===== config.mk =====
export PLATFORM = sky130hd
export DESIGN_NAME = lzwe_rsp_fifo
export DESIGN_NICKNAME = d
export VERILOG_FILES = /design/src/sv/lzwe_pkg.sv /design/src/sv/lzwe_rsp_fifo.sv
export SDC_FILE = /design/constraint.sdc
export NUM_CORES = 1
export LEC_CHECK = 0
export BUFFER_PORTS_ARGS = -buffer_cell sky130_fd_sc_hd__clkbuf_2
export CORE_MARGIN = 2
export CORE_UTILIZATION = 53
export CTS_CLUSTER_SIZE = 25
export DETAILED_ROUTE_END_ITERATION = 8
export HOLD_SLACK_MARGIN = 0.02
export PLACE_DENSITY = 0.81
export SLEW_MARGIN = 0
export SYNTH_ARGS = -nofsm -noshare
export SYNTH_HDL_FRONTEND = slang
export SYNTH_SLANG_ARGS = --single-unit
export TNS_END_PERCENT = 10

===== constraint.sdc =====
create_clock -name clock -period 4.2 [get_ports clock]
set_input_delay 0 -clock clock [delete_from_list [all_inputs] [get_ports clock]]
set_output_delay 0 -clock clock [all_outputs]
set_load 0.005 [all_outputs]

===== src/sv/lzwe_pkg.sv =====
// ----------------------------------------------------------------------------
// LZW byte encoder package
// Shared sizes and the types that pass between the encoder's modules.
// ----------------------------------------------------------------------------
package lzwe_pkg;

   localparam int CODE_WIDTH     = 12;
   localparam int SYM_WIDTH      = 8;
   localparam int FREE_WIDTH     = CODE_WIDTH + 1;
   localparam int FIRST_FREE     = 256;
   localparam int CODE_LIMIT     = 1 << CODE_WIDTH;
   localparam int DICT_DEPTH     = CODE_LIMIT - FIRST_FREE;
   localparam int DICT_ADDR_BITS = $clog2(DICT_DEPTH);
   localparam int HASH_BITS      = CODE_WIDTH + 1;
   localparam int HASH_DEPTH     = 1 << HASH_BITS;
   localparam int RSP_DEPTH      = 2;

   typedef enum logic [2:0] {
      ST_CLEAR,
      ST_IDLE,
      ST_HASH,
      ST_ENTRY,
      ST_EMIT_PFX,
      ST_EMIT_LAST
   } lzwe_state_type;

   typedef struct packed {
      logic [CODE_WIDTH-1:0] prefix;
      logic [SYM_WIDTH-1:0]  sym;
      logic [HASH_BITS-1:0]  slot;
   } entry_type;

   typedef struct packed {
      logic                      hash_rd_en;
      logic [HASH_BITS-1:0]      hash_rd_addr;
      logic                      hash_wr_en;
      logic [HASH_BITS-1:0]      hash_wr_addr;
      logic [CODE_WIDTH-1:0]     hash_wr_data;
      logic                      ent_rd_en;
      logic [DICT_ADDR_BITS-1:0] ent_rd_addr;
      logic                      ent_wr_en;
      logic [DICT_ADDR_BITS-1:0] ent_wr_addr;
      entry_type                 ent_wr_data;
   } dict_req_type;

   typedef struct packed {
      logic [CODE_WIDTH-1:0] hash_data;
      entry_type             ent_data;
   } dict_rsp_type;

   typedef struct packed {
      logic [CODE_WIDTH-1:0] code;
      logic                  last;
   } rsp_beat_type;

endpackage


===== src/sv/lzwe_rsp_fifo.sv =====
// ----------------------------------------------------------------------------
// LZW result queue
// Small queue that holds emitted codes until the result side takes them.
// ----------------------------------------------------------------------------
module lzwe_rsp_fifo import lzwe_pkg::*; (
   input  logic         clock,
   input  logic         reset,
   input  logic         push,
   input  rsp_beat_type push_beat,
   output logic         full,
   output logic         rsp_valid,
   input  logic         rsp_stall,
   output rsp_beat_type rsp_beat
);

   localparam int PTR_BITS = (RSP_DEPTH > 1) ? $clog2(RSP_DEPTH) : 1;
   localparam int CNT_BITS = $clog2(RSP_DEPTH + 1);

   rsp_beat_type          mem [0:RSP_DEPTH-1];
   logic [PTR_BITS-1:0]   wr_ptr_ff, wr_ptr_in;
   logic [PTR_BITS-1:0]   rd_ptr_ff, rd_ptr_in;
   logic [CNT_BITS-1:0]   count_ff, count_in;
   logic                  pop;

   function automatic logic [PTR_BITS-1:0] ptr_step(input logic [PTR_BITS-1:0] p);
      if (p == PTR_BITS'(RSP_DEPTH - 1)) begin
         return '0;
      end
      return p + 1'b1;
   endfunction

   assign rsp_valid = (count_ff != '0);
   assign full      = (count_ff == CNT_BITS'(RSP_DEPTH));
   assign pop       = rsp_valid && !rsp_stall;
   assign rsp_beat  = mem[rd_ptr_ff];

   always_comb begin
      wr_ptr_in = push ? ptr_step(wr_ptr_ff) : wr_ptr_ff;
      rd_ptr_in = pop ? ptr_step(rd_ptr_ff) : rd_ptr_ff;
      count_in  = count_ff;
      if (push && !pop) begin
         count_in = count_ff + 1'b1;
      end else if (pop && !push) begin
         count_in = count_ff - 1'b1;
      end
   end

   always_ff @(posedge clock) begin
      if (reset) begin
         wr_ptr_ff <= '0;
         rd_ptr_ff <= '0;
         count_ff  <= '0;
      end else begin
         wr_ptr_ff <= wr_ptr_in;
         rd_ptr_ff <= rd_ptr_in;
         count_ff  <= count_in;
      end
   end

   always_ff @(posedge clock) begin
      if (push) begin
         mem[wr_ptr_ff] <= push_beat;
      end
   end

endmodule


==> results.md <==
* Outcome: finished clean
* I/O pin total at 32
* Required arrival time at the worst endpoint at 4.14 ns
* Chip height at 50.50 µm
* Number of vias after detailed routing at 691
* Number of flops mapped to enable cells by yosys at 26
* Final Hold Fails at 0
* Gate count after technology mapping at 62
* Critical Path Start Type: input pin
* Vias per Instance at 4.866
* Biggest area contributors in the synthesized netlist: edfxtp_1 (68%), mux2_2 (13%), dfxtp_1 (8.7%)
* Vias in the first global route at 681
* Transition time at the pin with the least slew margin at 1.089 ns
* Cell area power density at 487.2 nW/µm²
* Delay-heaviest family, CP: simple AND/OR/NAND/NOR gates
* Share of the clock period used by the worst path after layout at 0.3749
* RSZ-0062 raised after global routing: false
* Number of rows created at floorplan at 16
* Cell at the slowest stage of the critical path: nor2b_1
* Drc violations at 0
* Worst slew margin at 0.2725
* Cell Count, Final, Fillers Out at 142
* Fraction of final layout cells with drive strength greater than 1 at 0.4522
* Iteration count of the initial detailed-routing pass at 4
* Grt ovf at 0
* Final #Nets at 132
* Arrival time reported for the critical path endpoint at 1.52 ns
* Number of placed instances with taps included at 119
* Routed length per instance at 12.69 µm
* Pin count of the biggest net entering global routing at 14
* Post-CTS repair timing setup buffer count at 0
* Most used standard cells in the synthesized netlist: edfxtp_1 (26), mux2_2 (13), dfxtp_1 (5)
* Worst setup path category: in2reg
* Max Transition Viols Final at 0
* Initial antenna violation count at 0
* Total CTS buffers at 5
* CP Cell Sequence: dlygate4sd3_1 -> clkbuf_2 -> nor2b_1
* Cell taking the most area after synthesis: edfxtp_1
* Min Clock Period, post-route at 1.575 ns
* Maximum single-stage delay on the critical path at 0.86 ns
* Number of nets in the synthesized netlist at 80
* Initial detailed-routing violation count at 15
* Most used flip-flop cell after synthesis: edfxtp_1
* Syn Std Cell Area at 1146 µm²
* Final Routed Wirelength at 1802 µm
* Starting utilization of the core area at 0.5725
* Layout overhead on the synthesized area at 33.52%
* Synth async-reset ratio at 0
* Critical path buffer and inverter count at 2
* Sum Neg Setup Slack at 0 ns
* Clock slew seen by the registers of the worst setup and hold paths at 0.09 ns
* Dominant cell by count in the synthesized netlist: edfxtp_1
* Setup-failing EPs final at 0
* Number of filler instances in the final layout at 123
* HPWL Detailed at 1097 µm
* Clock latency on the worst-skew pair at 0.33 ns
* Worst setup skew after layout at 0.008108 ns
* Clock tree from TritonCTS: done
* Netlist cell types at 16
* Total number of H-tree levels at 2
* Classification of the worst-slack hold path: in2reg
* Antenna fix cells at 0
* Global-route wire length before repair at 2849 µm
* Portion of synthesized cell area occupied by the leading cell type at 0.6812
* Maximum fanout count along the critical path at 13
* Category of the worst setup path capture point: flop
* Maximum resistive drop on vdd at 338.3 µV
* CTS Sinks at 31
* Clock root buffer: clkbuf_4
* Mean instance size in the synthesized netlist at 18.49 µm²
* Last weighted congestion value of the routability-driven placer at 0.5886
* Clock Tree Buf Depth at 2
* Max-cap violations at 0
* Total number of yosys warnings at 0
* Floorplan die area at 2550 µm²
* Achievable clock frequency at 635.1 MHz
* Number of flip-flops and latches in the synthesized netlist at 31
* Antenna-violating nets left at 0
* Leak at 0.6095 nW
* Die W at 50.50 µm
* Port Buffer Count at 31
* All-Layer GR Usage at 0.1669
* Fraction of the yosys area taken by sequential cells at 0.7686
* Area of the core at 2002 µm²
[path summary, 6_finish.rpt]
path                                               end  slack, ns                   start  cells after the start
worst max-delay path              mem[0][11]$_DFFE_PP_       2.63                    push                      3
worst min-delay path            rd_ptr_ff$_SDFFE_PP0P_       0.08               rsp_stall                      4
worst max register to register    mem[0][11]$_DFFE_PP_       2.65  wr_ptr_ff$_SDFFE_PP0P_                      1
worst min register to register  rd_ptr_ff$_SDFFE_PP0P_       0.52  rd_ptr_ff$_SDFFE_PP0P_                      2
[sequential cells by signal, summed over array words and instances (netlist names), named ones only]
signal     flops
count_ff       2
mem           26
rd_ptr_ff      1
wr_ptr_ff      1
[what timing repair did]
action,CTS,global route
endpoints found under the hold margin,31,0
hold buffers,15,0
setup endpoints to repair,0,0
resized for setup,0,0
[layout make-up]
cell class	instances	area, µm²	share of cell area
clock buffer	7	45.04	0.02944
clock inverter	1	5.005	0.003271
multi-input combinational	30	260.3	0.1701
sequential	31	880.8	0.5756
tap	27	33.78	0.02208
timing repair buffer	46	305.3	0.1995
[worst min-delay path: cells and delay by family]
kind	cells	cell delay, ns
buffers and inverters	1	0.07
AOI/OAI and AO/OA	1	0.13
and+or+nand+nor	1	0.08
xor gates and xnor gates	1	0.09
[logic make-up after synthesis]
kind of cell / after synthesis / synth area share
adder cells (fa/ha/maj): 1 / 0.01092
XOR/XNOR: 4 / 0.03057
flip-flops: 31 / 0.7686
buffers and inverters: 1 / 0.004363
multiplexers: 13 / 0.1277
AND/OR/NAND/NOR: 9 / 0.04259
AO/OA/AOI/OAI: 3 / 0.01528
[metal layers]
metal  track usage  vias up  part of all wire
met5             0        -                 0
met4        0.1081        0             0.028
met3       0.08036        6             0.063
met2        0.2895       24              0.52
met1        0.1529      327              0.39
li1              -      334                 -
[where the power goes]
group / total, mW / switching (mW) / internal, mW
Clock: 0.155 / 0.0904 / 0.0650
Combinational: 0.184 / 0.0707 / 0.114
Sequential: 0.406 / 0.0363 / 0.370
[metrics by stage]
stage | setup slack (ns) | utilization | total power, mW | hold WS (ns) | area (µm²)
2_1_floorplan | 2.875 | - | 0.5166 | 0.06907 | 1146
3_3_place_gp | 2.663 | 0.6644 | 0.5786 | 0.1894 | 1330
3_5_place_dp | 2.669 | 0.6644 | 0.5875 | 0.1925 | 1330
4_1_cts | 2.635 | 0.7644 | 0.7528 | 0.07296 | 1530
5_1_grt | 2.509 | 0.7644 | 0.7868 | 0.1096 | 1530
6_report | 2.625 | 0.7644 | 0.7455 | 0.07743 | 1530
[cell usage in the layout, fill, tap and decap left out, types with 2 or more instances in the layout]
master,count
edfxtp_1,26
clkbuf_4,5
nor2_1,4
clkbuf_2,31
dfxtp_1,5
clkbuf_1,2
dlygate4sd3_1,15
xor2_1,3
mux2_2,13
Note: power is estimated with default switching activity, not from simulation.
