===== src/sv/lzwe_pkg.sv =====
// ----------------------------------------------------------------------------
// LZW byte encoder package
// Shared sizes and the types that pass between the encoder's modules.
// ----------------------------------------------------------------------------
package lzwe_pkg;

   localparam int CODE_WIDTH     = 12;
   localparam int SYM_WIDTH      = 8;
   localparam int FREE_WIDTH     = CODE_WIDTH + 1;
   localparam int FIRST_FREE     = 256;
   localparam int CODE_LIMIT     = 1 << CODE_WIDTH;
   localparam int DICT_DEPTH     = CODE_LIMIT - FIRST_FREE;
   localparam int DICT_ADDR_BITS = $clog2(DICT_DEPTH);
   localparam int HASH_BITS      = CODE_WIDTH + 1;
   localparam int HASH_DEPTH     = 1 << HASH_BITS;
   localparam int RSP_DEPTH      = 2;

   typedef enum logic [2:0] {
      ST_CLEAR,
      ST_IDLE,
      ST_HASH,
      ST_ENTRY,
      ST_EMIT_PFX,
      ST_EMIT_LAST
   } lzwe_state_type;

   typedef struct packed {
      logic [CODE_WIDTH-1:0] prefix;
      logic [SYM_WIDTH-1:0]  sym;
      logic [HASH_BITS-1:0]  slot;
   } entry_type;

   typedef struct packed {
      logic                      hash_rd_en;
      logic [HASH_BITS-1:0]      hash_rd_addr;
      logic                      hash_wr_en;
      logic [HASH_BITS-1:0]      hash_wr_addr;
      logic [CODE_WIDTH-1:0]     hash_wr_data;
      logic                      ent_rd_en;
      logic [DICT_ADDR_BITS-1:0] ent_rd_addr;
      logic                      ent_wr_en;
      logic [DICT_ADDR_BITS-1:0] ent_wr_addr;
      entry_type                 ent_wr_data;
   } dict_req_type;

   typedef struct packed {
      logic [CODE_WIDTH-1:0] hash_data;
      entry_type             ent_data;
   } dict_rsp_type;

   typedef struct packed {
      logic [CODE_WIDTH-1:0] code;
      logic                  last;
   } rsp_beat_type;

endpackage


===== src/sv/lzwe_ctrl.sv =====
// ----------------------------------------------------------------------------
// LZW encoder sequencer
// Probes the hash table, verifies entries, inserts new codes and emits codes.
// ----------------------------------------------------------------------------
module lzwe_ctrl import lzwe_pkg::*; (
   input  logic                 clock,
   input  logic                 reset,
   input  logic                 req_valid,
   output logic                 req_stall,
   input  logic [SYM_WIDTH-1:0] req_symbol,
   input  logic                 req_last_symbol,
   output dict_req_type         dict_req,
   input  dict_rsp_type         dict_rsp,
   input  logic                 rsp_full,
   output logic                 rsp_push,
   output rsp_beat_type         rsp_push_beat
);

   lzwe_state_type        st_ff, st_in;
   logic [SYM_WIDTH-1:0]  sym_ff, sym_in;
   logic                  last_ff, last_in;
   logic [CODE_WIDTH-1:0] prefix_ff, prefix_in;
   logic                  held_ff, held_in;
   logic [FREE_WIDTH-1:0] next_free_ff, next_free_in;
   logic [HASH_BITS-1:0]  slot_ff, slot_in;
   logic [CODE_WIDTH-1:0] cand_ff, cand_in;
   logic [HASH_BITS-1:0]  clr_addr_ff, clr_addr_in;

   logic                  accept;
   logic [HASH_BITS-1:0]  req_slot;
   logic [HASH_BITS-1:0]  next_slot;
   logic                  cand_live;
   logic                  slot_owned;
   logic                  key_match;
   logic                  dict_room;
   logic                  clr_done;
   logic                  ent_probe;
   logic                  ent_hit;
   logic                  miss;
   logic                  insert;

   function automatic logic [HASH_BITS-1:0] slot_hash(
      input logic [CODE_WIDTH-1:0] p,
      input logic [SYM_WIDTH-1:0]  s
   );
      return {s, {(HASH_BITS - SYM_WIDTH){1'b0}}} ^ HASH_BITS'(p);
   endfunction

   function automatic logic [DICT_ADDR_BITS-1:0] dict_addr(input logic [CODE_WIDTH-1:0] c);
      logic [CODE_WIDTH-1:0] off;
      off = c - CODE_WIDTH'(FIRST_FREE);
      return off[DICT_ADDR_BITS-1:0];
   endfunction

   // A slot is live only if its code belongs to this message and the entry of
   // that code points back at the slot; anything else counts as an empty slot.
   always_comb begin
      accept     = (st_ff == ST_IDLE) && req_valid;
      req_slot   = slot_hash(prefix_ff, req_symbol);
      next_slot  = slot_ff + 1'b1;
      cand_live  = (dict_rsp.hash_data >= CODE_WIDTH'(FIRST_FREE)) &&
                   (FREE_WIDTH'(dict_rsp.hash_data) < next_free_ff);
      slot_owned = (dict_rsp.ent_data.slot == slot_ff);
      key_match  = (dict_rsp.ent_data.prefix == prefix_ff) &&
                   (dict_rsp.ent_data.sym == sym_ff);
      dict_room  = (next_free_ff < FREE_WIDTH'(CODE_LIMIT));
      clr_done   = (clr_addr_ff == '1);
      ent_hit    = (st_ff == ST_ENTRY) && slot_owned && key_match;
      ent_probe  = (st_ff == ST_ENTRY) && slot_owned && !key_match;
      miss       = ((st_ff == ST_HASH) && !cand_live) ||
                   ((st_ff == ST_ENTRY) && !slot_owned);
      insert     = miss && dict_room;
   end

   always_comb begin
      st_in = st_ff;
      unique case (st_ff)
         ST_CLEAR: begin
            if (clr_done) begin
               st_in = ST_IDLE;
            end
         end
         ST_IDLE: begin
            if (accept) begin
               if (held_ff) begin
                  st_in = ST_HASH;
               end else if (req_last_symbol) begin
                  st_in = ST_EMIT_LAST;
               end
            end
         end
         ST_HASH: begin
            st_in = cand_live ? ST_ENTRY : ST_EMIT_PFX;
         end
         ST_ENTRY: begin
            if (ent_hit) begin
               st_in = last_ff ? ST_EMIT_LAST : ST_IDLE;
            end else if (ent_probe) begin
               st_in = ST_HASH;
            end else begin
               st_in = ST_EMIT_PFX;
            end
         end
         ST_EMIT_PFX: begin
            if (!rsp_full) begin
               st_in = last_ff ? ST_EMIT_LAST : ST_IDLE;
            end
         end
         ST_EMIT_LAST: begin
            if (!rsp_full) begin
               st_in = ST_IDLE;
            end
         end
         default: st_in = ST_CLEAR;
      endcase
   end

   always_comb begin
      req_stall = (st_ff != ST_IDLE);

      dict_req.hash_rd_en   = (accept && held_ff) || ent_probe;
      dict_req.hash_rd_addr = (st_ff == ST_ENTRY) ? next_slot : req_slot;
      dict_req.hash_wr_en   = (st_ff == ST_CLEAR) || insert;
      dict_req.hash_wr_addr = (st_ff == ST_CLEAR) ? clr_addr_ff : slot_ff;
      dict_req.hash_wr_data = (st_ff == ST_CLEAR) ? '0 : next_free_ff[CODE_WIDTH-1:0];
      dict_req.ent_rd_en    = (st_ff == ST_HASH) && cand_live;
      dict_req.ent_rd_addr  = dict_addr(dict_rsp.hash_data);
      dict_req.ent_wr_en    = insert;
      dict_req.ent_wr_addr  = dict_addr(next_free_ff[CODE_WIDTH-1:0]);
      dict_req.ent_wr_data.prefix = prefix_ff;
      dict_req.ent_wr_data.sym    = sym_ff;
      dict_req.ent_wr_data.slot   = slot_ff;

      rsp_push           = ((st_ff == ST_EMIT_PFX) || (st_ff == ST_EMIT_LAST)) && !rsp_full;
      rsp_push_beat.code = prefix_ff;
      rsp_push_beat.last = (st_ff == ST_EMIT_LAST);
   end

   always_comb begin
      sym_in       = sym_ff;
      last_in      = last_ff;
      prefix_in    = prefix_ff;
      held_in      = held_ff;
      next_free_in = next_free_ff;
      slot_in      = slot_ff;
      cand_in      = cand_ff;
      clr_addr_in  = clr_addr_ff;

      if (st_ff == ST_CLEAR) begin
         clr_addr_in = clr_addr_ff + 1'b1;
      end
      if (accept) begin
         sym_in  = req_symbol;
         last_in = req_last_symbol;
         if (held_ff) begin
            slot_in = req_slot;
         end else begin
            prefix_in = CODE_WIDTH'(req_symbol);
            held_in   = 1'b1;
         end
      end
      if ((st_ff == ST_HASH) && cand_live) begin
         cand_in = dict_rsp.hash_data;
      end
      if (ent_hit) begin
         prefix_in = cand_ff;
      end
      if (ent_probe) begin
         slot_in = next_slot;
      end
      if (insert) begin
         next_free_in = next_free_ff + 1'b1;
      end
      if ((st_ff == ST_EMIT_PFX) && !rsp_full) begin
         prefix_in = CODE_WIDTH'(sym_ff);
      end
      if ((st_ff == ST_EMIT_LAST) && !rsp_full) begin
         held_in      = 1'b0;
         prefix_in    = '0;
         next_free_in = FREE_WIDTH'(FIRST_FREE);
      end
   end

   always_ff @(posedge clock) begin
      if (reset) begin
         st_ff        <= ST_CLEAR;
         clr_addr_ff  <= '0;
         held_ff      <= 1'b0;
         prefix_ff    <= '0;
         next_free_ff <= FREE_WIDTH'(FIRST_FREE);
      end else begin
         st_ff        <= st_in;
         clr_addr_ff  <= clr_addr_in;
         held_ff      <= held_in;
         prefix_ff    <= prefix_in;
         next_free_ff <= next_free_in;
      end
   end

   always_ff @(posedge clock) begin
      sym_ff  <= sym_in;
      last_ff <= last_in;
      slot_ff <= slot_in;
      cand_ff <= cand_in;
   end

endmodule


===== config.mk =====
export PLATFORM = sky130hd
export DESIGN_NAME = lzwe_ctrl
export DESIGN_NICKNAME = d
export VERILOG_FILES = /design/src/sv/lzwe_pkg.sv /design/src/sv/lzwe_ctrl.sv
export SDC_FILE = /design/constraint.sdc
export NUM_CORES = 1
export LEC_CHECK = 0
export ABC_CLOCK_PERIOD_IN_PS = 2900
export BUFFER_PORTS_ARGS = -buffer_cell sky130_fd_sc_hd__buf_2
export CELL_PAD_IN_SITES_DETAIL_PLACEMENT = 2
export CELL_PAD_IN_SITES_GLOBAL_PLACEMENT = 2
export CORE_MARGIN = 5
export CORE_UTILIZATION = 30
export CTS_CLUSTER_SIZE = 40
export DETAILED_ROUTE_END_ITERATION = 7
export PLACE_DENSITY = 0.79
export SETUP_SLACK_MARGIN = 0.5
export SLEW_MARGIN = 20
export SYNTH_ARGS = -nofsm -noshare
export SYNTH_HDL_FRONTEND = slang
export SYNTH_SLANG_ARGS = --single-unit

===== constraint.sdc =====
create_clock -name clock -period 2.9 [get_ports clock]
set_clock_uncertainty 0.1 [all_clocks]
set_input_delay 0.145 -clock clock [delete_from_list [all_inputs] [get_ports clock]]
set_output_delay 0.145 -clock clock [all_outputs]
set_load 0.03 [all_outputs]

==> results.sh, run 1 <==
export IMPL_fin_util=0.447
export IMPL_cts_htree_levels=3
export IMPL_rsz0062_at_grt="yes"
export IMPL_dieArea_mm2=0.0194
export IMPL_postSynth_asyncResetShare=0
export IMPL_dp_cells=911
export IMPL_setup_violations_final=1
export IMPL_clk_latency_ns=0.35
export IMPL_wl_um=25200
export IMPL_drv_slew=0
export IMPL_path_delay_family="simple AND/OR/NAND/NOR gates"
export IMPL_core_area_mm2=0.0165
export IMPL_drt_iter0_markers=251
export IMPL_diodes=0
export IMPL_overflow=0
export IMPL_cts_max_path_buffers=2
export IMPL_crit_start="slot_ff[4]"
export IMPL_start_kind="flip-flop"
export IMPL_areaGrowthSynthToFinish_pct=47.2
export IMPL_hold_class="input port to flip-flop"
export IMPL_crit_buf_inv=2
export IMPL_die_w_um=139
export IMPL_clkTransAtPathRegs_ns=0.07
export IMPL_nNetsFinal=844
export IMPL_start_util=0.304
export IMPL_cp_arrival_ns=2.66
export IMPL_finalCriticalPeriod_ns=2.91
export IMPL_p_leak_nw=3.30
export IMPL_grt_pass1_wl_um=32300
export IMPL_first_global_vias=5436
export IMPL_fin_crit_sh=1.00
export IMPL_multi_input_comb_area_mm2=0.00312
export IMPL_final_antenna_net_count=0
export IMPL_ir_drop_mv=0.268
export IMPL_rows=47
export IMPL_worstPathCellList="xor2_1 -> nor4_1 -> nand2_2 -> o311ai_4 -> a21o_2 -> inv_4 -> or2_4 -> buf_6"
export IMPL_dp_hpwl_um=15500
export IMPL_place_congestion=0.836
export IMPL_relSlewSlack=0.426
export IMPL_stdcell_count=993
export IMPL_critPathSlowestCell="o311ai_4"
export IMPL_synth_edf_count=34
export IMPL_max_freq_mhz=344
export IMPL_crit_required_ns=2.65
export IMPL_cts_tree="built"
export IMPL_post_route_cells_drive_above_1_share=0.477
export IMPL_nFillCells=1806
export IMPL_max_cap_violations=0
export IMPL_syn_cell_area_mm2=0.00502
export IMPL_synthCells=538
export IMPL_failed_checks="negative setup slack"
export IMPL_syn_nets=614
export IMPL_worst_setup_path_end_kind="output pin"
export IMPL_path_class="flip-flop to output pin"
export IMPL_antenna_found_initial=0
export IMPL_drt_wirelength_per_cell_um=25.4
export IMPL_worstPathMaxFanout=3
export IMPL_syn_area_per_cell_um2=9.33
export IMPL_root_buffer="clkbuf_16"
export IMPL_worst_slack_ns=-0.00723
export IMPL_synthFlopType="dfxtp_1"
export IMPL_io_pins=172
export IMPL_synth_seq_cells=76
export IMPL_yosysWarnings=0
export IMPL_hp_start="dict_rsp[43]"
export IMPL_cts_buffers_inserted=9
export IMPL_cts_sinks=76
export IMPL_dieHeight_um=139
export IMPL_hold_viol_final=0
export IMPL_vias=5169
export IMPL_gr_usage_all_layers=0.211
export IMPL_cp_slowest_stage_delay_ns=0.49
export IMPL_yosys_cell_types_count=57
export IMPL_via_per_inst=5.21
export IMPL_grt_max_degree=20
export IMPL_pwr_density_cell_mw_per_mm2=341
export IMPL_port_buffers=171
export IMPL_regArea_mm2=0.00189
export IMPL_drc=0
export IMPL_ys_seq_area_frac=0.371
export IMPL_first_pass_iters=4
export IMPL_tightest_slew_ns=0.862
export IMPL_final_setup_tns_ns=-0.00723
export IMPL_reg2reg_from="next_free_ff[6]"
export IMPL_status="finished with violations"
==> final timing paths <==
check                                        end  slack, ns  cells past startpoint
worst max register to register        cand_ff[4]       0.12                     12
worst min-delay path                 cand_ff[10]       0.02                      1
worst max-delay path                dict_req[84]     -0.007                      8
worst min register to register  next_free_ff[12]       0.40                      2
==> cell families (layout without fill, tap and decap cells) <==
group	after synthesis	count (layout)	synth area share
AO/OA/AOI/OAI	76	76	0.118
XOR/XNOR	68	68	0.119
adder cells (fa/ha/maj)	18	18	0.0449
buffers and inverters	77	311	0.0833
flip-flops	76	76	0.371
multiplexers	36	36	0.0791
AND/OR/NAND/NOR	187	188	0.185
==> layout make-up <==
type / count / area share
Inverter: 32 / 0.0175
Tap cell: 220 / 0.0373
Timing Repair Buffer: 263 / 0.231
Multi-Input combinational cell: 386 / 0.422
Clock buffer: 11 / 0.0329
Clock inverter: 5 / 0.00390
Sequential cell: 76 / 0.256
==> flip-flops by register name (all words and copies together) (netlist names) <==
name / cells
clr_addr_ff: 13
next_free_ff: 13
held_ff: 1
sym_ff: 8
last_ff: 1
st_ff: 3
slot_ff: 13
cand_ff: 12
prefix_ff: 12
==> report_power, final <==
| group | switching, mW | leakage [nW] | total [mW] | internal, mW |
|---|---|---|---|---|
| Combinational | 0.184 | 2.51 | 0.313 | 0.129 |
| Clock | 0.487 | 0.139 | 1.09 | 0.600 |
| Sequential | 0.00666 | 0.653 | 1.12 | 1.11 |
==> through the flow <==
step	instance area, µm²	hold WS [ns]	total power, mW	worst slack (ns)
after floorplan	5060	0.144	1.29	0.474
after global placement	6100	0.240	1.39	0.324
after detailed placement	6100	0.249	1.40	0.203
after CTS	6890	0.000349	2.48	0.181
after global routing	7380	0.0121	2.60	-0.0709
final	7380	0.0231	2.52	-0.00723
==> worst reg2reg max path: cells and delay by family (launching register included) <==
kind / cells / cell delay (ns)
AOI/OAI and AO/OA: 4 / 0.97
adders and majority gates: 1 / 0.20
buffers and inverters: 5 / 0.64
DFF: 1 / 0.36
and+or+nand+nor: 2 / 0.22
==> cell usage in the layout, fill, tap and decap left out, types with 10 or more instances in the layout <==
master,n
xnor2_1,28
buf_2,163
nand3_1,16
buf_4,64
a21oi_1,11
o21ai_0,15
dfxtp_1,32
nor2_1,65
buf_6,13
xor2_1,37
mux2i_1,16
nand4_1,13
clkbuf_16,10
nand2_1,25
dlygate4sd3_1,19
ha_1,15
inv_1,21
edfxtp_1,34
mux2_2,16
==> what timing repair did <==
item	4_1_cts	5_1_grt
hold buffers	19	0
gates cloned	0	2
endpoints found under the setup margin	77	52
setup buffers	18	27
pin swaps	16	28
gates resized for setup	55	58
endpoints found under the hold margin	19	0
==> synth_stat cells (all sizes together), types with 2 or more instances <==
cell	count	share of area
nor2	70	0.052
dfxtp	42	0.17
buf	38	0.054
xor2	38	0.066
edfxtp	34	0.20
nand2	33	0.026
inv	32	0.024
xnor2	30	0.052
nand3	22	0.022
mux2	20	0.047
o21ai	19	0.019
ha	18	0.045
a21oi	16	0.016
mux2i	16	0.032
nand4	14	0.019
and3	12	0.015
nor3	11	0.015
a21o	8	0.012
nor4	8	0.012
o32ai	8	0.026
a31oi	7	0.0087
clkbuf	7	0.0052
a2111oi	3	0.0090
and2	3	0.0037
and4	3	0.0052
o21a	3	0.0045
or3	3	0.0037
a211oi	2	0.0030
a31o	2	0.0052
nand2b	2	0.0025
nand3b	2	0.0030
or2	2	0.0025
==> per-layer routing <==
metal | track usage | vias up | wire length (µm) | part of all wire
li1 | - | 2330 | - | -
met1 | 0.258 | 2594 | 9850 | 0.39
met2 | 0.382 | 207 | 13400 | 0.53
met3 | 0.0346 | 38 | 1330 | 0.053
met4 | 0.0561 | 0 | 593 | 0.024
met5 | 0 | - | 0 | 0
Note: power is estimated with default switching activity, not from simulation.
==> run 2, diff against run 1 <==
RECOVER_POWER = 100   (was not set)
==> run 2 against run 1 <==
  * The run still ends with negative setup slack left
  * Sequential cell count unchanged
  * First-iteration DRC count increased by 15%
  * Wire length increased by 0.38%
  * Core utilization decreased by 1.4 points
  * Register-to-register slack about the same
  * Critical path depth unchanged
==> results.sh, run 2 (synthesis results as in run 1) <==
export IMPL_status="finished with violations"
export IMPL_failed_checks="negative setup slack"
export IMPL_finalCriticalPeriod_ns=2.91
export IMPL_drt_iter0_markers=289
export IMPL_hold_viol_final=0
export IMPL_dieArea_mm2=0.0194
export IMPL_grt_pass1_wl_um=32300
export IMPL_antenna_found_initial=0
export IMPL_via_per_inst=5.22
export IMPL_place_congestion=0.836
export IMPL_regArea_mm2=0.00189
export IMPL_root_buffer="clkbuf_16"
export IMPL_cp_arrival_ns=2.66
export IMPL_worst_slack_ns=-0.00770
export IMPL_die_w_um=139
export IMPL_wl_um=25300
export IMPL_cts_sinks=76
export IMPL_diodes=0
export IMPL_worstPathMaxFanout=3
export IMPL_crit_required_ns=2.65
export IMPL_max_freq_mhz=344
export IMPL_setup_violations_final=1
export IMPL_clk_latency_ns=0.35
export IMPL_reg2reg_from="sym_ff[3]"
export IMPL_use_met2=0.382
export IMPL_hold_path_depth=2
export IMPL_worst_r2r_setup_slack_ns=0.11
export IMPL_path_class="flip-flop to output pin"
export IMPL_tightest_slew_ns=0.896
export IMPL_min_to="clr_addr_ff[4]"
export IMPL_fin_util=0.433
export IMPL_fin_crit_sh=1.00
export IMPL_core_area_mm2=0.0165
export IMPL_start_util=0.304
export IMPL_worst_setup_path_end_kind="output pin"
export IMPL_multi_input_comb_area_mm2=0.00308
export IMPL_clkTransAtPathRegs_ns=0.07
export IMPL_final_common_cell="clkbuf_1"
export IMPL_io_pins=172
export IMPL_pwr_density_cell_mw_per_mm2=351
export IMPL_nNetsFinal=844
export IMPL_port_buffers=171
export IMPL_reg2reg_depth=7
export IMPL_dp_hpwl_um=15500
export IMPL_max_cap_violations=0
export IMPL_grtUsageMet3=0.0346
export IMPL_use_met1=0.258
export IMPL_areaGrowthSynthToFinish_pct=42.5
export IMPL_rows=47
export IMPL_final_cell_mix="clkbuf_1 (121), nor2_1 (66), buf_4 (51)"
export IMPL_relSlewSlack=0.403
export IMPL_drt_wirelength_per_cell_um=25.5
export IMPL_cts_tree="built"
export IMPL_start_kind="flip-flop"
export IMPL_cts_htree_levels=3
export IMPL_ir_drop_mv=0.269
export IMPL_cts_buffers_inserted=9
export IMPL_nFillCells=1910
export IMPL_hp_start="reset"
export IMPL_holdWs_ns=0.107
export IMPL_dieHeight_um=139
export IMPL_first_global_vias=5436
export IMPL_hold_class="input port to flip-flop"
export IMPL_busiest_layer="met2"
export IMPL_rsz0062_at_grt="yes"
export IMPL_p_leak_nw=2.86
export IMPL_drc=0
export IMPL_vias=5182
export IMPL_first_pass_iters=4
export IMPL_grt_max_degree=20
export IMPL_top_regs="clr_addr_ff x13, next_free_ff x13, slot_ff x13"
export IMPL_cts_max_path_buffers=2
export IMPL_post_route_cells_drive_above_1_share=0.313
export IMPL_gr_usage_all_layers=0.211
export IMPL_worst_r2r_endpoint="slot_ff[1]"
export IMPL_overflow=0
export IMPL_drv_slew=0
export IMPL_final_antenna_net_count=0
==> run 2: changes by cell type in the layout (fill, tap and decap cells not counted), sizes merged <==
| cell | delta |
|---|---|
| buf | -131 |
| clkbuf | +131 |
==> run 2: final cells by class <==
class / instances / area share
Clock buffer: 11 / 0.0339
Multi-Input combinational cell: 386 / 0.431
Sequential cell: 76 / 0.264
Tap cell: 220 / 0.0385
Timing Repair Buffer: 263 / 0.210
Inverter: 32 / 0.0180
Clock inverter: 5 / 0.00402
==> run 2: metrics by stage <==
stage	setup slack, ns	area [µm²]	cells	setup TNS [ns]	total power [mW]
after floorplan	0.474	5060	538	0	1.29
after global placement	0.324	6100	911	0	1.39
after detailed placement	0.203	6100	911	0	1.40
after CTS	0.181	6890	964	0	2.48
after global routing	-0.0714	7150	993	-0.163	2.58
final	-0.00770	7150	993	-0.00770	2.51
==> run 2: timing repair <==
item	4_1_cts	5_1_grt
setup buffers	18	27
gates resized for setup	55	58
endpoints found under the setup margin	77	52
endpoints found under the hold margin	19	0
hold buffers	19	0
pin swaps	16	28
gates cloned	0	2
==> run 2: critical path, cell delays in order (launching register included) <==
cell      delay (ns)
edfxtp_1        0.44
xor2_1          0.17
nor4_1          0.36
nand2_2         0.20
o311ai_4        0.49
a21o_2          0.22
inv_4           0.05
or2_4           0.23
buf_6           0.14
==> run 2: worst max-delay path by stage <==
stage	start	endpoint	slack, ns	cells past startpoint
finish	slot_ff[4]	dict_req[84]	-0.008	8
global route	slot_ff[4]	dict_req[84]	-0.07	8
CTS	next_free_ff[6]	dict_req[84]	0.18	10
detailed placement	slot_ff[1]	dict_req[84]	0.20	8
global placement	next_free_ff[10]	dict_req[84]	0.32	10
floorplan	slot_ff[1]	dict_req[84]	0.47	8
==> run 2: power by group <==
group | switching [mW] | internal [mW]
sequential | 0.00644 | 1.11
combinational | 0.183 | 0.118
clock | 0.491 | 0.600
==> run 2: layer usage <==
metal,part of all wire,up-vias
met4,0.026,0
li1,-,2326
met1,0.39,2612
met5,0,-
met2,0.53,204
met3,0.049,40
==> run 3, diff against run 2 <==
REMOVE_ABC_BUFFERS = 1   (was not set)
SKIP_LAST_GASP = 1   (was not set)
==> run 3 against run 2 <==
  * The run now ends clean
  * Final area grew 7.6%
  * Critical path depth is 3 higher
  * Total power increased by 9.8%
  * Final cell count up 2.2%
  * First-iteration DRC count fell by 7.6%
  * Sequential cell count unchanged
  * Global-route usage grew 2.4 points
  * Core utilization is 3.3 points higher
  * Worst setup slack better by 0.085 ns
  * Non-clock buffer count grew 22
  * Clock power up 22%
  * Wire length increased by 8.3%
  * Critical path type unchanged
  * Largest power group is now the clock network
==> results.sh, run 3 (synthesis results as in run 1) <==
export IMPL_wl_um=27400
export IMPL_via_per_inst=5.35
export IMPL_cts_buffers_inserted=9
export IMPL_port_buffers=171
export IMPL_status="complete, no violations"
export IMPL_start_kind="flip-flop"
export IMPL_place_congestion=0.798
export IMPL_nNetsFinal=866
export IMPL_max_cap_violations=0
export IMPL_setup_violations_final=0
export IMPL_cts_sinks=76
export IMPL_worstPathMaxFanout=5
export IMPL_crit_required_ns=2.65
export IMPL_grt_pass1_wl_um=35200
export IMPL_cp_arrival_ns=2.58
export IMPL_critPathSlowestCell="dfxtp_2"
export IMPL_dieHeight_um=139
export IMPL_final_antenna_net_count=0
export IMPL_min_to="clr_addr_ff[12]"
export IMPL_diodes=0
export IMPL_worstPathCellList="inv_2 -> ha_4 -> a21o_1 -> a21o_1 -> a21o_1 -> a2111oi_4 -> a21o_2 -> inv_2 -> buf_12 -> buf_8 -> buf_6"
export IMPL_root_buffer="clkbuf_16"
export IMPL_worst_setup_path_end_kind="output pin"
export IMPL_hold_path_depth=2
export IMPL_drv_slew=0
export IMPL_crit_buf_inv=5
export IMPL_cts_htree_levels=3
export IMPL_ir_drop_mv=0.307
export IMPL_relSlewSlack=0.365
export IMPL_fin_util=0.466
export IMPL_pwr_density_cell_mw_per_mm2=358
export IMPL_hold_viol_final=0
export IMPL_rows=47
export IMPL_finalCriticalPeriod_ns=2.82
export IMPL_drt_wirelength_per_cell_um=27.0
export IMPL_final_cell_mix="clkbuf_1 (122), nor2_1 (61), buf_4 (54)"
export IMPL_post_route_cells_drive_above_1_share=0.346
export IMPL_path_class="flip-flop to output pin"
export IMPL_gr_usage_all_layers=0.235
export IMPL_clkTransAtPathRegs_ns=0.06
export IMPL_p_leak_nw=3.06
export IMPL_cpMostUsedCell="a21o_1"
export IMPL_fin_crit_sh=0.973
export IMPL_areaGrowthSynthToFinish_pct=53.4
export IMPL_io_pins=172
export IMPL_max_freq_mhz=354
export IMPL_overflow=0
export IMPL_worst_r2r_setup_slack_ns=0.08
export IMPL_drt_iter0_markers=267
export IMPL_rsz0062_at_grt="yes"
export IMPL_worst_r2r_endpoint="next_free_ff[0]"
export IMPL_core_area_mm2=0.0165
export IMPL_antenna_found_initial=0
export IMPL_dieArea_mm2=0.0194
export IMPL_reg2reg_from="next_free_ff[6]"
export IMPL_hold_class="input port to flip-flop"
export IMPL_hp_start="reset"
export IMPL_vias=5426
export IMPL_start_util=0.304
export IMPL_drc=0
export IMPL_worst_slack_ns=0.0770
export IMPL_grt_max_degree=20
export IMPL_cts_tree="built"
export IMPL_first_pass_iters=4
export IMPL_cp_slowest_stage_delay_ns=0.38
export IMPL_dp_slack_ns=0.158
export IMPL_path_delay_family="compound AO/OA/AOI/OAI gates"
export IMPL_top_regs="clr_addr_ff x13, next_free_ff x13, slot_ff x13"
export IMPL_crit_start="next_free_ff[6]"
export IMPL_dp_hpwl_um=16100
export IMPL_die_w_um=139
export IMPL_tightest_slew_ns=0.953
export IMPL_total_power_mw=2.76
export IMPL_reg2reg_depth=14
export IMPL_holdWs_ns=0.101
export IMPL_cts_max_path_buffers=2
export IMPL_final_common_cell="clkbuf_1"
export IMPL_first_global_vias=5819
export IMPL_clk_latency_ns=0.36
run 3: cell types whose count changed in the layout (fill, tap and decap cells not counted), moves of 4 or more:
cell and change:
clkbuf_2 -8, buf_12 +5, nor2_1 -5, mux2_1 +4, clkinv_2 -4, dfxtp_2 +5
buf_6 +12, mux2_2 -4
run 3: what timing repair did:
item / in CTS / in global routing
buffers inserted: 27 / 32
hold endpoints to repair: 20 / 0
gates cloned: 3 / 1
gates resized for setup: 68 / 114
hold buffers: 20 / 0
pin swaps: 23 / 47
endpoints found under the setup margin: 84 / 79
run 3: routing by layer:
metal | vias to the layer above | track usage | part of all wire
met3 | 52 | 0.0467 | 0.053
met5 | - | 0 | 0
met4 | 0 | 0.0978 | 0.029
met2 | 214 | 0.419 | 0.54
met1 | 2777 | 0.275 | 0.38
li1 | 2383 | - | -
run 3: layout make-up:
type / count / area, µm²
well taps: 220 / 275
clock buffers: 11 / 253
repair buffers: 285 / 1830
clock inverters: 5 / 83.8
flip-flops and latches: 76 / 1880
fillers: 1830 / 8830
multi-input cells: 386 / 3250
inverters: 32 / 123
run 3: where the power goes:
part | switching [mW] | internal (mW) | total, mW
clock network | 0.523 | 0.803 | 1.33
logic | 0.191 | 0.120 | 0.311
registers | 0.00522 | 1.12 | 1.12
total | 0.718 | 2.04 | 2.76
run 3: how the worst max path moves through the flow:
stage	slack [ns]	end	depth (start not counted)
detailed placement	0.16	dict_req[84]	10
CTS	0.24	dict_req[84]	9
finish	0.08	dict_req[45]	11
global route	0.02	next_free_ff[0]	14
floorplan	-0.15	slot_ff[0]	6
global placement	0.24	dict_req[84]	10
run 3: per-stage QoR:
stage | cell area (µm²) | instances | TNS [ns]
floorplan | 4720 | 493 | -3.48
global placement | 6120 | 916 | 0
detailed placement | 6120 | 916 | 0
CTS | 7150 | 982 | 0
global route | 7700 | 1015 | 0
finish | 7700 | 1015 | 0
